## src/hw/rtl/mec_pkg.sv

```systemverilog
`timescale 1ns / 1ps
// ----------------------------------------------------------------------------
// mec_pkg
// Shared types, codes and check functions for the Mendelian error counter.
// ----------------------------------------------------------------------------
package mec_pkg;

  localparam int CHROM_COUNT = 32;
  localparam int COUNT_BITS  = 32;
  localparam int CALL_BITS   = 3;
  localparam int CHROM_BITS  = 5;
  localparam int TOTAL_BITS  = 32;
  localparam int MODE_BITS   = 2;

  localparam int IDX_BITS       = (CHROM_COUNT > 1) ? $clog2(CHROM_COUNT) : 1;
  localparam int CHROM_EXT_BITS = ((IDX_BITS > CHROM_BITS) ? IDX_BITS : CHROM_BITS) + 1;

  typedef logic signed [CALL_BITS-1:0] call_t;
  typedef logic [CHROM_BITS-1:0]       chrom_t;
  typedef logic [TOTAL_BITS-1:0]       total_t;
  typedef logic [MODE_BITS-1:0]        mode_t;
  typedef logic [COUNT_BITS-1:0]       count_t;
  typedef logic [IDX_BITS-1:0]         idx_t;

  // one counter set per chromosome, kept as a single memory word
  typedef struct packed {
    count_t markers;
    count_t trio;
    count_t maternal;
    count_t paternal;
  } counts_t;

  localparam call_t CALL_AA = 3'sd0;
  localparam call_t CALL_AB = 3'sd1;
  localparam call_t CALL_BB = 3'sd2;

  localparam mode_t MODE_TRIO   = 2'd0;
  localparam mode_t MODE_MOTHER = 2'd1;
  localparam mode_t MODE_FATHER = 2'd2;
  localparam mode_t MODE_NONE   = 2'd3;

  function automatic logic duo_error(input call_t child, input call_t parent);
    return (parent == CALL_AA && child == CALL_BB) ||
           (parent == CALL_BB && child == CALL_AA);
  endfunction

  function automatic logic trio_error(input call_t c, input call_t m, input call_t f);
    logic err;
    err = 1'b0;
    if (m == CALL_AA && f == CALL_AA) err = (c == CALL_AB) || (c == CALL_BB);
    if (m == CALL_AA && f == CALL_BB) err = (c == CALL_AA) || (c == CALL_BB);
    if (m == CALL_AA && f == CALL_AB) err = (c == CALL_BB);
    if (m == CALL_AB && f == CALL_AA) err = (c == CALL_BB);
    if (m == CALL_AB && f == CALL_BB) err = (c == CALL_AA);
    if (m == CALL_BB && f == CALL_AB) err = (c == CALL_AA);
    if (m == CALL_BB && f == CALL_AA) err = (c == CALL_AA) || (c == CALL_BB);
    if (m == CALL_BB && f == CALL_BB) err = (c == CALL_AA) || (c == CALL_AB);
    return err;
  endfunction

  function automatic count_t sat_inc(input count_t c);
    return (c == {COUNT_BITS{1'b1}}) ? c : c + COUNT_BITS'(1);
  endfunction

endpackage

```

## src/hw/rtl/mec_marker_if.sv

```systemverilog
`timescale 1ns / 1ps
// ----------------------------------------------------------------------------
// mec_marker_if
// Marker channel: child, mother and father calls plus chromosome number.
// ----------------------------------------------------------------------------
interface mec_marker_if;
  import mec_pkg::*;

  logic   valid;
  logic   ready;
  call_t  child_call;
  call_t  mother_call;
  call_t  father_call;
  chrom_t chromosome;

  modport source (output valid, child_call, mother_call, father_call, chromosome,
                  input ready);
  modport sink   (input valid, child_call, mother_call, father_call, chromosome,
                  output ready);
endinterface

```

## src/hw/rtl/mec_result_if.sv

```systemverilog
`timescale 1ns / 1ps
// ----------------------------------------------------------------------------
// mec_result_if
// Result channel: error flags and updated per-chromosome totals.
// ----------------------------------------------------------------------------
interface mec_result_if;
  import mec_pkg::*;

  logic   valid;
  logic   ready;
  logic   trio_error;
  logic   maternal_error;
  logic   paternal_error;
  total_t marker_total;
  total_t trio_total;
  total_t maternal_total;
  total_t paternal_total;

  modport source (output valid, trio_error, maternal_error, paternal_error,
                  marker_total, trio_total, maternal_total, paternal_total,
                  input ready);
  modport sink   (input valid, trio_error, maternal_error, paternal_error,
                  marker_total, trio_total, maternal_total, paternal_total,
                  output ready);
endinterface

```

## src/hw/rtl/mendelian_error_counter_core.sv

```systemverilog
`timescale 1ns / 1ps
// ----------------------------------------------------------------------------
// mendelian_error_counter_core
// Checks each marker against the trio and duo inheritance tables and keeps
// saturating per-chromosome counts in a read-modify-write counter memory.
// ----------------------------------------------------------------------------
//  channel       dir   handshake      payload
//  marker        in    valid/ready    child/mother/father call, chromosome
//  result        out   valid/ready    three error flags, four totals
//  family_mode   in    family_mode_we 2-bit mode, write only
//
//  one item per cycle sustained while result is not stalled; items pass stage 1, then the output register
//  counter memory read is registered into stage 1, the write lands as the item leaves stage 1
//  back-to-back items on the same chromosome take the forwarded counter set
//  rst clears per-entry valid bits at once, so no clearing pass is needed
//  a stalled result holds stage 1; marker ready drops only when both are full
// ----------------------------------------------------------------------------
module mendelian_error_counter_core (
  input  logic               clk,
  input  logic               rst,
  input  logic               family_mode_we,
  input  mec_pkg::mode_t     family_mode_wdata,
  mec_marker_if.sink         marker,
  mec_result_if.source       result
);
  import mec_pkg::*;

  mode_t family_mode;

  // counter memory and per-entry valid bits
  counts_t                 mem [CHROM_COUNT];
  logic [CHROM_COUNT-1:0]  ent_valid;

  // stage 1
  logic    s1_valid;
  idx_t    s1_idx;
  logic    s1_in_range;
  logic    s1_count;
  logic    s1_t_err;
  logic    s1_m_err;
  logic    s1_f_err;
  logic    s1_fwd;
  counts_t rd_data;
  logic    rd_vld;
  counts_t last_wr;

  logic                      in_fire;
  logic                      s1_adv;
  logic                      wr_en;
  logic [CHROM_EXT_BITS-1:0] chrom_ext;
  idx_t                      in_idx;
  logic                      in_range;
  logic                      use_m;
  logic                      use_f;
  counts_t                   cur;
  counts_t                   upd;

  assign s1_adv       = s1_valid && (!result.valid || result.ready);
  assign marker.ready = !s1_valid || s1_adv;
  assign in_fire      = marker.valid && marker.ready;

  assign chrom_ext = CHROM_EXT_BITS'(marker.chromosome);
  assign in_idx    = chrom_ext[IDX_BITS-1:0];
  assign in_range  = chrom_ext < CHROM_EXT_BITS'(CHROM_COUNT);

  assign use_m = (family_mode == MODE_TRIO) || (family_mode == MODE_MOTHER);
  assign use_f = (family_mode == MODE_TRIO) || (family_mode == MODE_FATHER);

  assign wr_en = s1_adv && s1_in_range && s1_count;

  always_comb begin
    if (s1_fwd) begin
      cur = last_wr;
    end else if (rd_vld) begin
      cur = rd_data;
    end else begin
      cur = '0;
    end
    upd = cur;
    if (s1_count) begin
      upd.markers = sat_inc(cur.markers);
      if (s1_t_err) upd.trio     = sat_inc(cur.trio);
      if (s1_m_err) upd.maternal = sat_inc(cur.maternal);
      if (s1_f_err) upd.paternal = sat_inc(cur.paternal);
    end
  end

  always_ff @(posedge clk) begin
    if (rst) begin
      family_mode <= MODE_TRIO;
    end else if (family_mode_we) begin
      family_mode <= family_mode_wdata;
    end
  end

  // memory read and write ports
  always_ff @(posedge clk) begin
    if (in_fire) begin
      rd_data <= mem[in_idx];
    end
    if (wr_en) begin
      mem[s1_idx] <= upd;
    end
  end

  always_ff @(posedge clk) begin
    if (rst) begin
      ent_valid <= '0;
    end else if (wr_en) begin
      ent_valid[s1_idx] <= 1'b1;
    end
  end

  always_ff @(posedge clk) begin
    if (rst) begin
      s1_valid <= 1'b0;
    end else if (in_fire) begin
      s1_valid <= 1'b1;
    end else if (s1_adv) begin
      s1_valid <= 1'b0;
    end
  end

  always_ff @(posedge clk) begin
    if (in_fire) begin
      s1_idx      <= in_idx;
      s1_in_range <= in_range;
      s1_count    <= (family_mode != MODE_NONE);
      s1_t_err    <= (family_mode == MODE_TRIO) &&
                     trio_error(marker.child_call, marker.mother_call, marker.father_call);
      s1_m_err    <= use_m && duo_error(marker.child_call, marker.mother_call);
      s1_f_err    <= use_f && duo_error(marker.child_call, marker.father_call);
      rd_vld      <= ent_valid[in_idx];
      // the write of the item ahead lands on the same edge as this read
      s1_fwd      <= wr_en && (s1_idx == in_idx);
    end
    if (wr_en) begin
      last_wr <= upd;
    end
  end

  // output register
  always_ff @(posedge clk) begin
    if (rst) begin
      result.valid <= 1'b0;
    end else if (s1_adv) begin
      result.valid <= 1'b1;
    end else if (result.ready) begin
      result.valid <= 1'b0;
    end
  end

  always_ff @(posedge clk) begin
    if (s1_adv) begin
      result.trio_error     <= s1_t_err;
      result.maternal_error <= s1_m_err;
      result.paternal_error <= s1_f_err;
      if (s1_in_range) begin
        result.marker_total   <= TOTAL_BITS'(upd.markers);
        result.trio_total     <= TOTAL_BITS'(upd.trio);
        result.maternal_total <= TOTAL_BITS'(upd.maternal);
        result.paternal_total <= TOTAL_BITS'(upd.paternal);
      end else begin
        result.marker_total   <= '0;
        result.trio_total     <= '0;
        result.maternal_total <= '0;
        result.paternal_total <= '0;
      end
    end
  end

`ifndef ASSERT_OFF
  a_reset_clears_valid: assert property (@(posedge clk)
    $past(rst) |-> (ent_valid == '0))
    else $error("valid bits not cleared after reset");

  a_none_no_flags: assert property (@(posedge clk) disable iff (rst)
    (result.valid && family_mode == MODE_NONE) |->
      (!result.trio_error && !result.maternal_error && !result.paternal_error))
    else $error("error flag raised with no parents");

  a_errors_within_markers: assert property (@(posedge clk) disable iff (rst)
    result.valid |-> (result.marker_total >= result.trio_total &&
                      result.marker_total >= result.maternal_total &&
                      result.marker_total >= result.paternal_total))
    else $error("error total exceeds marker total");

  a_flag_counted: assert property (@(posedge clk) disable iff (rst)
    (result.valid && result.trio_error && result.marker_total != '0) |->
      (result.trio_total != '0))
    else $error("trio error flagged but not counted");
`endif

endmodule
```

## src/flat_wrapper.sv

```systemverilog
// flat-port wrapper written by rule: the top's interface ports become plain ports
module mendelian_error_counter_core_flat import mec_pkg::*;
  (clk, rst, family_mode_we, family_mode_wdata, marker_valid, marker_child_call, marker_mother_call, marker_father_call, marker_chromosome, marker_ready, result_valid, result_trio_error, result_maternal_error, result_paternal_error, result_marker_total, result_trio_total, result_maternal_total, result_paternal_total, result_ready);
  mec_marker_if marker_i ();
  mec_result_if result_i ();
  input  logic clk;
  input  logic rst;
  input  logic family_mode_we;
  input  mec_pkg::mode_t family_mode_wdata;
  input wire logic [$bits(marker_i.valid)-1:0] marker_valid;
  input wire logic [$bits(marker_i.child_call)-1:0] marker_child_call;
  input wire logic [$bits(marker_i.mother_call)-1:0] marker_mother_call;
  input wire logic [$bits(marker_i.father_call)-1:0] marker_father_call;
  input wire logic [$bits(marker_i.chromosome)-1:0] marker_chromosome;
  output wire logic [$bits(marker_i.ready)-1:0] marker_ready;
  output wire logic [$bits(result_i.valid)-1:0] result_valid;
  output wire logic [$bits(result_i.trio_error)-1:0] result_trio_error;
  output wire logic [$bits(result_i.maternal_error)-1:0] result_maternal_error;
  output wire logic [$bits(result_i.paternal_error)-1:0] result_paternal_error;
  output wire logic [$bits(result_i.marker_total)-1:0] result_marker_total;
  output wire logic [$bits(result_i.trio_total)-1:0] result_trio_total;
  output wire logic [$bits(result_i.maternal_total)-1:0] result_maternal_total;
  output wire logic [$bits(result_i.paternal_total)-1:0] result_paternal_total;
  input wire logic [$bits(result_i.ready)-1:0] result_ready;
  assign marker_i.valid = marker_valid;
  assign marker_i.child_call = marker_child_call;
  assign marker_i.mother_call = marker_mother_call;
  assign marker_i.father_call = marker_father_call;
  assign marker_i.chromosome = marker_chromosome;
  assign marker_ready = marker_i.ready;
  assign result_valid = result_i.valid;
  assign result_trio_error = result_i.trio_error;
  assign result_maternal_error = result_i.maternal_error;
  assign result_paternal_error = result_i.paternal_error;
  assign result_marker_total = result_i.marker_total;
  assign result_trio_total = result_i.trio_total;
  assign result_maternal_total = result_i.maternal_total;
  assign result_paternal_total = result_i.paternal_total;
  assign result_i.ready = result_ready;
  mendelian_error_counter_core u_core (.clk(clk), .rst(rst), .family_mode_we(family_mode_we), .family_mode_wdata(family_mode_wdata), .marker(marker_i), .result(result_i));
endmodule
```

## config.mk

```make
export PLATFORM = sky130hd
export DESIGN_NAME = mendelian_error_counter_core_flat
export DESIGN_NICKNAME = d
export VERILOG_FILES = /design/src/hw/rtl/mec_pkg.sv /design/src/hw/rtl/mec_marker_if.sv /design/src/hw/rtl/mec_result_if.sv /design/src/hw/rtl/mendelian_error_counter_core.sv /design/src/flat_wrapper.sv
export SDC_FILE = /design/constraint.sdc
export NUM_CORES = 2
export LEC_CHECK = 0
export ABC_AREA = 0
export BUFFER_PORTS_ARGS = -buffer_cell sky130_fd_sc_hd__buf_2
export CORE_MARGIN = 8
export CORE_UTILIZATION = 32
export DETAILED_ROUTE_END_ITERATION = 12
export SLEW_MARGIN = 40
export SYNTH_ARGS = -nofsm -noshare
export SYNTH_HDL_FRONTEND = slang
export SYNTH_SLANG_ARGS = --single-unit
```

## constraint.sdc

```tcl
create_clock -name clk -period 24.4 [get_ports clk]
set_input_delay 3.66 -clock clk [delete_from_list [all_inputs] [get_ports clk]]
set_output_delay 3.66 -clock clk [all_outputs]
set_load 0.05 [all_outputs]
```

* Word-level counts from Yosys, hierarchy flattened
Memory sizes are Yosys's and may differ from the RTL's. A register that Yosys moved wholly into a read port is not among the register bits.
Cells that the tools add are included.
** Cells by class
- Add/sub/neg operators :: 4
- $lt $le $gt $ge :: 4
- Equality and inequality tests :: 14
- Multiplexer cells :: 29
- Bitwise gates (word level) :: 1
- Reduce and logical (&&, ||, !) cells :: 38
** Operator list (count)
- $mux W128 :: 3
- $mux W32 :: 7
- $add A32 B1 Y32 const B :: 4
- $eq A32 B32 Y1 const B :: 4
- $or A32 B32 Y32 :: 1
- $logic_and A1 B1 Y1 :: 21
- $lt A5 B6 Y1 const B :: 3
- $mux W1 :: 17
- $eq A3 B2 Y1 const B :: 3
- $eq A3 B3 Y1 const B :: 3
- $logic_not A3 Y1 :: 3
- $logic_or A1 B1 Y1 :: 9
- $bmux W1 S5 :: 1
- $demux W1 S5 :: 1
- $eq A5 B5 Y1 :: 1
- $ge A5 B1 Y1 const B :: 1
- $reduce_bool A2 Y1 :: 2
- $eq A2 B1 Y1 const B :: 1
- $eq A2 B2 Y1 const B :: 1
- $logic_not A1 Y1 :: 2
- $logic_not A2 Y1 :: 1
- $ne A2 B2 Y1 const B :: 1
** Storage, ports and cells
- Register bits :: 307
- RAM bits :: 4096
- Bits of input ports :: 21
- Word-level logic and storage cells :: 114
- Memories :: 1
** Memory list
- u_core.mem :: depth 32, width 128, read ports 1, clocked after Yosys merged registers in 1, write ports 1, line mendelian_error_counter_core.sv:31 : counts_t mem [CHROM_COUNT];

* Depth between registers and ports, before layout
- Depth in word-level cells :: 12
- Depth in mapped cells :: 17
- Gate-level depth less buffers :: 9

* Least setup slack after synthesis
No wires, ideal clock.
- Path kind :: input-to-reg
- Start :: input result_ready
- End :: memory u_core.mem[12][0] (netlist bit), enable pin
- Data arrival time :: 12.593 ns
- Slack :: 11.190 ns
- Cell stages on the path :: 6
- Path buffers :: 0
- Cell sequence :: nand2b_1 -> nand3_1 -> inv_1 -> nand2_1 -> or2_2 -> nor2_1
** On the way
- Cells in the longest elaborated chain, start to end :: 6
** RTL lines
- start, declared :: line flat_wrapper.sv:24 : input wire logic [$bits(result_i.ready)-1:0] result_ready;
- $logic_or A1 B1 Y1 :: line mendelian_error_counter_core.sv:58 : assign s1_adv = s1_valid && (!result.valid || result.ready);
- $logic_and A1 B1 Y1 :: line mendelian_error_counter_core.sv:58
- $logic_and A1 B1 Y1 (2 in series) :: line mendelian_error_counter_core.sv:69 : assign wr_en = s1_adv && s1_in_range && s1_count;
- via u_core.wr_en :: line mendelian_error_counter_core.sv:49 : logic wr_en;
- $mux W1 :: line mendelian_error_counter_core.sv:101 : if (wr_en) begin
- $mux W1 (not written as such) :: line mendelian_error_counter_core.sv:102 : mem[s1_idx] <= upd;
- end, declared :: line mendelian_error_counter_core.sv:31
The timed path passes the listed nets, and every way through them passes these cells.

* Worst setup path in the final report
- Start :: input result_ready
- End :: memory u_core.mem[13][86] (netlist bit), enable pin
Same word-level chain as after synthesis.

==> summary by stage <==
Yosys
The number of nets in the synthesized netlist is between 7000 and 8000. Of all cell types, the one taking the most synthesized area is edfxtp_1. The most used flip-flop cell after synthesis is edfxtp_1.

The area share of the largest cell type after synthesis is about 78%. For this run, the number of Yosys warnings is 0. The post-synthesis area per instance is 23.67 um^2. The synthesis-stage register bit count is ~4500.

In the synthesized netlist, the number of instances is approximately 7300. Summing the sequential cell areas from Yosys gives between 70% and 80% of the chip area. The async set-reset flop share out of synthesis is 0%.

The netlist uses around 60 different library cells. Yosys attributes the largest share of cell area to edfxtp_1, mux4_2, mux2_2. The post-synth design cell area is 173700 um^2. In this run, synthesis inferred roughly 4500 flip-flops with an integrated enable.

Clock tree
Clock tree synthesis found a total of ~4500 sinks. The longest clock path from root to sink contains 4 buffers. The number of gates resized after CTS was 0. The number of clock buffers inserted by TritonCTS is 450. TritonCTS built the clock tree. The CTS H-tree depth is 5. The latest clock arrival within the worst-skew pair is about 1000 ps. The cell sitting at the root of the clock tree is a clkbuf_16. Once the clock tree was built, the setup fixing pass inserted 0 buffers.

The clock-pin slew on the worst setup and hold paths is 60 ps. For this design, the CTS-stage hold fixing added 0 buffers.

Worst setup path
The worst path required time is about 25000 ps. The delay of the slowest critical-path stage is roughly 790 ps. On the critical path the largest part of the delay comes from buffers and inverters.

The critical path in this run is classified as input pin to register. The startpoint kind of the worst setup timing path is an input pin. Counting stages on the worst path, the most repeated cell is buf_4. Data on the critical path arrives at its endpoint at between 8000 and 9000 ps. The type of element capturing the critical path is a register.

The sum of buffers and inverters on the critical path is 5. The slowest stage of the critical path belongs to the cell buf_4. Traced cell by cell, the critical path runs through buf_2 -> nand2b_1 -> nand3_1 -> inv_6 -> buf_4 -> nand2_1 -> or2_2 -> nor2_4 -> buf_4 -> buf_4. Of all nets on the critical path, the largest fanout is between 60 and 70.

STA
At the pin with the least slew margin, the transition time is ~960 ps. The largest clock skew in the final design is 89.81 ps. The post-route fraction of the period consumed by the critical path is 32.88%. The highest clock rate is around 0.12 GHz.

Setup violations remaining at the end of the flow were counted as 0. The count of final max-slew check failures came to 0. Setup repair after global routing left no endpoint under its margin.

The remaining max-slew budget at the tightest pin is a little over a third. The setup total negative slack is 0 ps. The routed design could run at a clock period as short as 8024 ps.

The number of hold-slack violations in the final timing report is 0.

Power
The highest ir drop seen on vdd is ~0.000066 V. The leakage power of the design is just over 60 nW. Power spread over the standard cell area amounts to 80.93 nW/um^2.

Status
The run finished with clean final reports.

Cells and area
After routing the design area is 202100 um^2. The final layout contains roughly 7900 nets. Compared with the post-synthesis result, the final layout area differs by 16.32%. The most frequent standard cell in the layout excluding fill and tap cells is edfxtp_1. The top cell types in the final layout, fill and taps aside, are edfxtp_1, mux4_2, clkbuf_16. The finished layout holds ~15000 standard cells, fillers aside. The ratio of cells with drive above 1 in the final layout is about a third.

Floorplanning
The boundary pin count is about 150. The initial cell density of the core is 32.12%. The x dimension of the die is around 750 um.

After floorplanning, the core was sized to cover between 500000 and 600000 um^2. Measured along the y axis, the die boundary spans between 700 and 800 um. The overall die area is roughly 570000 um^2. The number of cell rows is 270.

Global routing
The via count of the first global-routing pass is 83930. The initial antenna violation count came to 12. The largest net degree at the start of global routing is 130. For this run the aggregate overflow at the end of global routing stands at 0. The total global-route track usage is between 10% and 20%.

The first-pass GRT wire length is approximately 640 mm.

Drt
Wires add up to 456.4 mm. The number of nets with antenna violations after routing is 0. The mean number of vias per cell is roughly 5.4.

In this run, the number of DRC markers left after iteration 0 of detailed routing was between 10000 and 15000. The mean routed wirelength per cell is 29.50 um. The detailed-routing iteration count for the pre-antenna-repair pass is 8. The total number of vias is slightly above 80000. For this run, design rule violations remaining after detail routing come to 0.

Run
The number of max-capacitance violations reported is 0.

Placement
Input and output buffers added on the ports amount to 153. The placed cell count is around 15000. The routability congestion estimate is about 0.76. The half-perimeter wire length after detailed placement is approximately 240 mm. The placed instances occupy a cell area of around 190000 um^2.

Worst hold path
The classification of the worst-slack hold path is register to register.
-- flip-flops by register name, indices dropped and copies added, names as in the netlist, 32 cells and up --
name	cells
u_core.rd_data	128
u_core.result.marker_total	32
u_core.result.paternal_total	32
u_core.ent_valid	32
u_core.result.maternal_total	32
u_core.result.trio_total	32
u_core.last_wr	128
u_core.mem	4096
-- kinds of logic (layout without fill, tap and decap cells) --
family                   Yosys count  in the layout  synth area share (%)
adder cells (fa/ha/maj)            4              4               0.02881
AO/OA/AOI/OAI                    223            223                0.8592
AND/OR/NAND/NOR                  646            646                 1.892
XOR/XNOR                         121            121                0.6100
flip-flops                      4530           4530                 78.09
multiplexers                    1425           1425                 17.60
buffers and inverters            392           1313                0.9190
other                              0              3                     0
-- path summary, 6_finish.rpt --
check | start | to | slack (ps) | depth (start not counted)
max | result_ready | u_core.mem[13][86] | 16380 | 10
min | u_core.ent_valid[6] | u_core.ent_valid[6] | 470 | 2
max reg2reg | u_core.s1_fwd | u_core.result.marker_total[20] | 18670 | 10
min reg2reg | u_core.ent_valid[6] | u_core.ent_valid[6] | 470 | 2
-- metrics by stage --
| stage | power, W | setup slack (ps) | utilization, % | hold WS [ps] |
|---|---|---|---|---|
| after floorplan | 0.009424 | 11190 | - | 426.8 |
| after global placement | 0.009688 | 14540 | 34.25 | 444.3 |
| after detailed placement | 0.009728 | 15190 | 34.57 | 456.9 |
| after CTS | 0.01648 | 16280 | 37.22 | 470.5 |
| after global routing | 0.01682 | 16180 | 37.36 | 492.1 |
| final | 0.01635 | 16380 | 37.36 | 465.2 |
-- final cells by class --
type                       count  area [um^2]
antenna                        3        7.507
clock buffer                 552        11740
clock inverter               273         2618
fill                       47790       338800
inverter                       7        31.28
multi-input combinational   2419        38300
sequential                  4530       135700
tap                         7208         9019
timing repair buffer         481         4693
-- power breakdown --
| part | leakage (nW) | switching, W | internal (W) |
|---|---|---|---|
| Sequential | 41.5 | 0.0000447 | 0.00869 |
| Combinational | 13.9 | 0.000507 | 0.000326 |
| Clock | 6.97 | 0.00296 | 0.00383 |
| Total | 62.4 | 0.00351 | 0.0128 |
-- worst reg2reg max path, delay by kind of cell (launching register included) --
kind | cells | cell delay, ps
adder cells (fa/ha/maj) | 1 | 210
flip-flops | 1 | 490
AND/OR/NAND/NOR | 2 | 700
XOR/XNOR | 1 | 700
AO/OA/AOI/OAI | 3 | 1690
buffers and inverters | 3 | 1600
-- synthesized netlist by cell type, types with 10 or more instances --
cell / number
mux4_2: 1290
nor2_1: 125
o21ai_0: 65
a22oi_1: 56
xor2_1: 38
buf_2: 55
nor4_1: 10
a21oi_1: 43
edfxtp_1: 4494
nand3b_1: 23
a22o_1: 18
xnor2_1: 83
buf_1: 42
clkbuf_1: 276
dfxtp_1: 36
nand4_1: 25
nand4b_1: 49
and2_1: 17
nand2_1: 197
nor3_1: 18
a222oi_1: 11
nand3_1: 123
mux2_2: 133
-- per-layer routing --
metal	track usage [%]	up-vias	wire length, um
li1	-	32640	-
met1	21.92	45740	190000
met2	25.55	3800	221700
met3	2.348	660	35490
met4	3.236	0	9299
met5	0	-	0
Note: power is estimated with default switching activity, not from simulation.
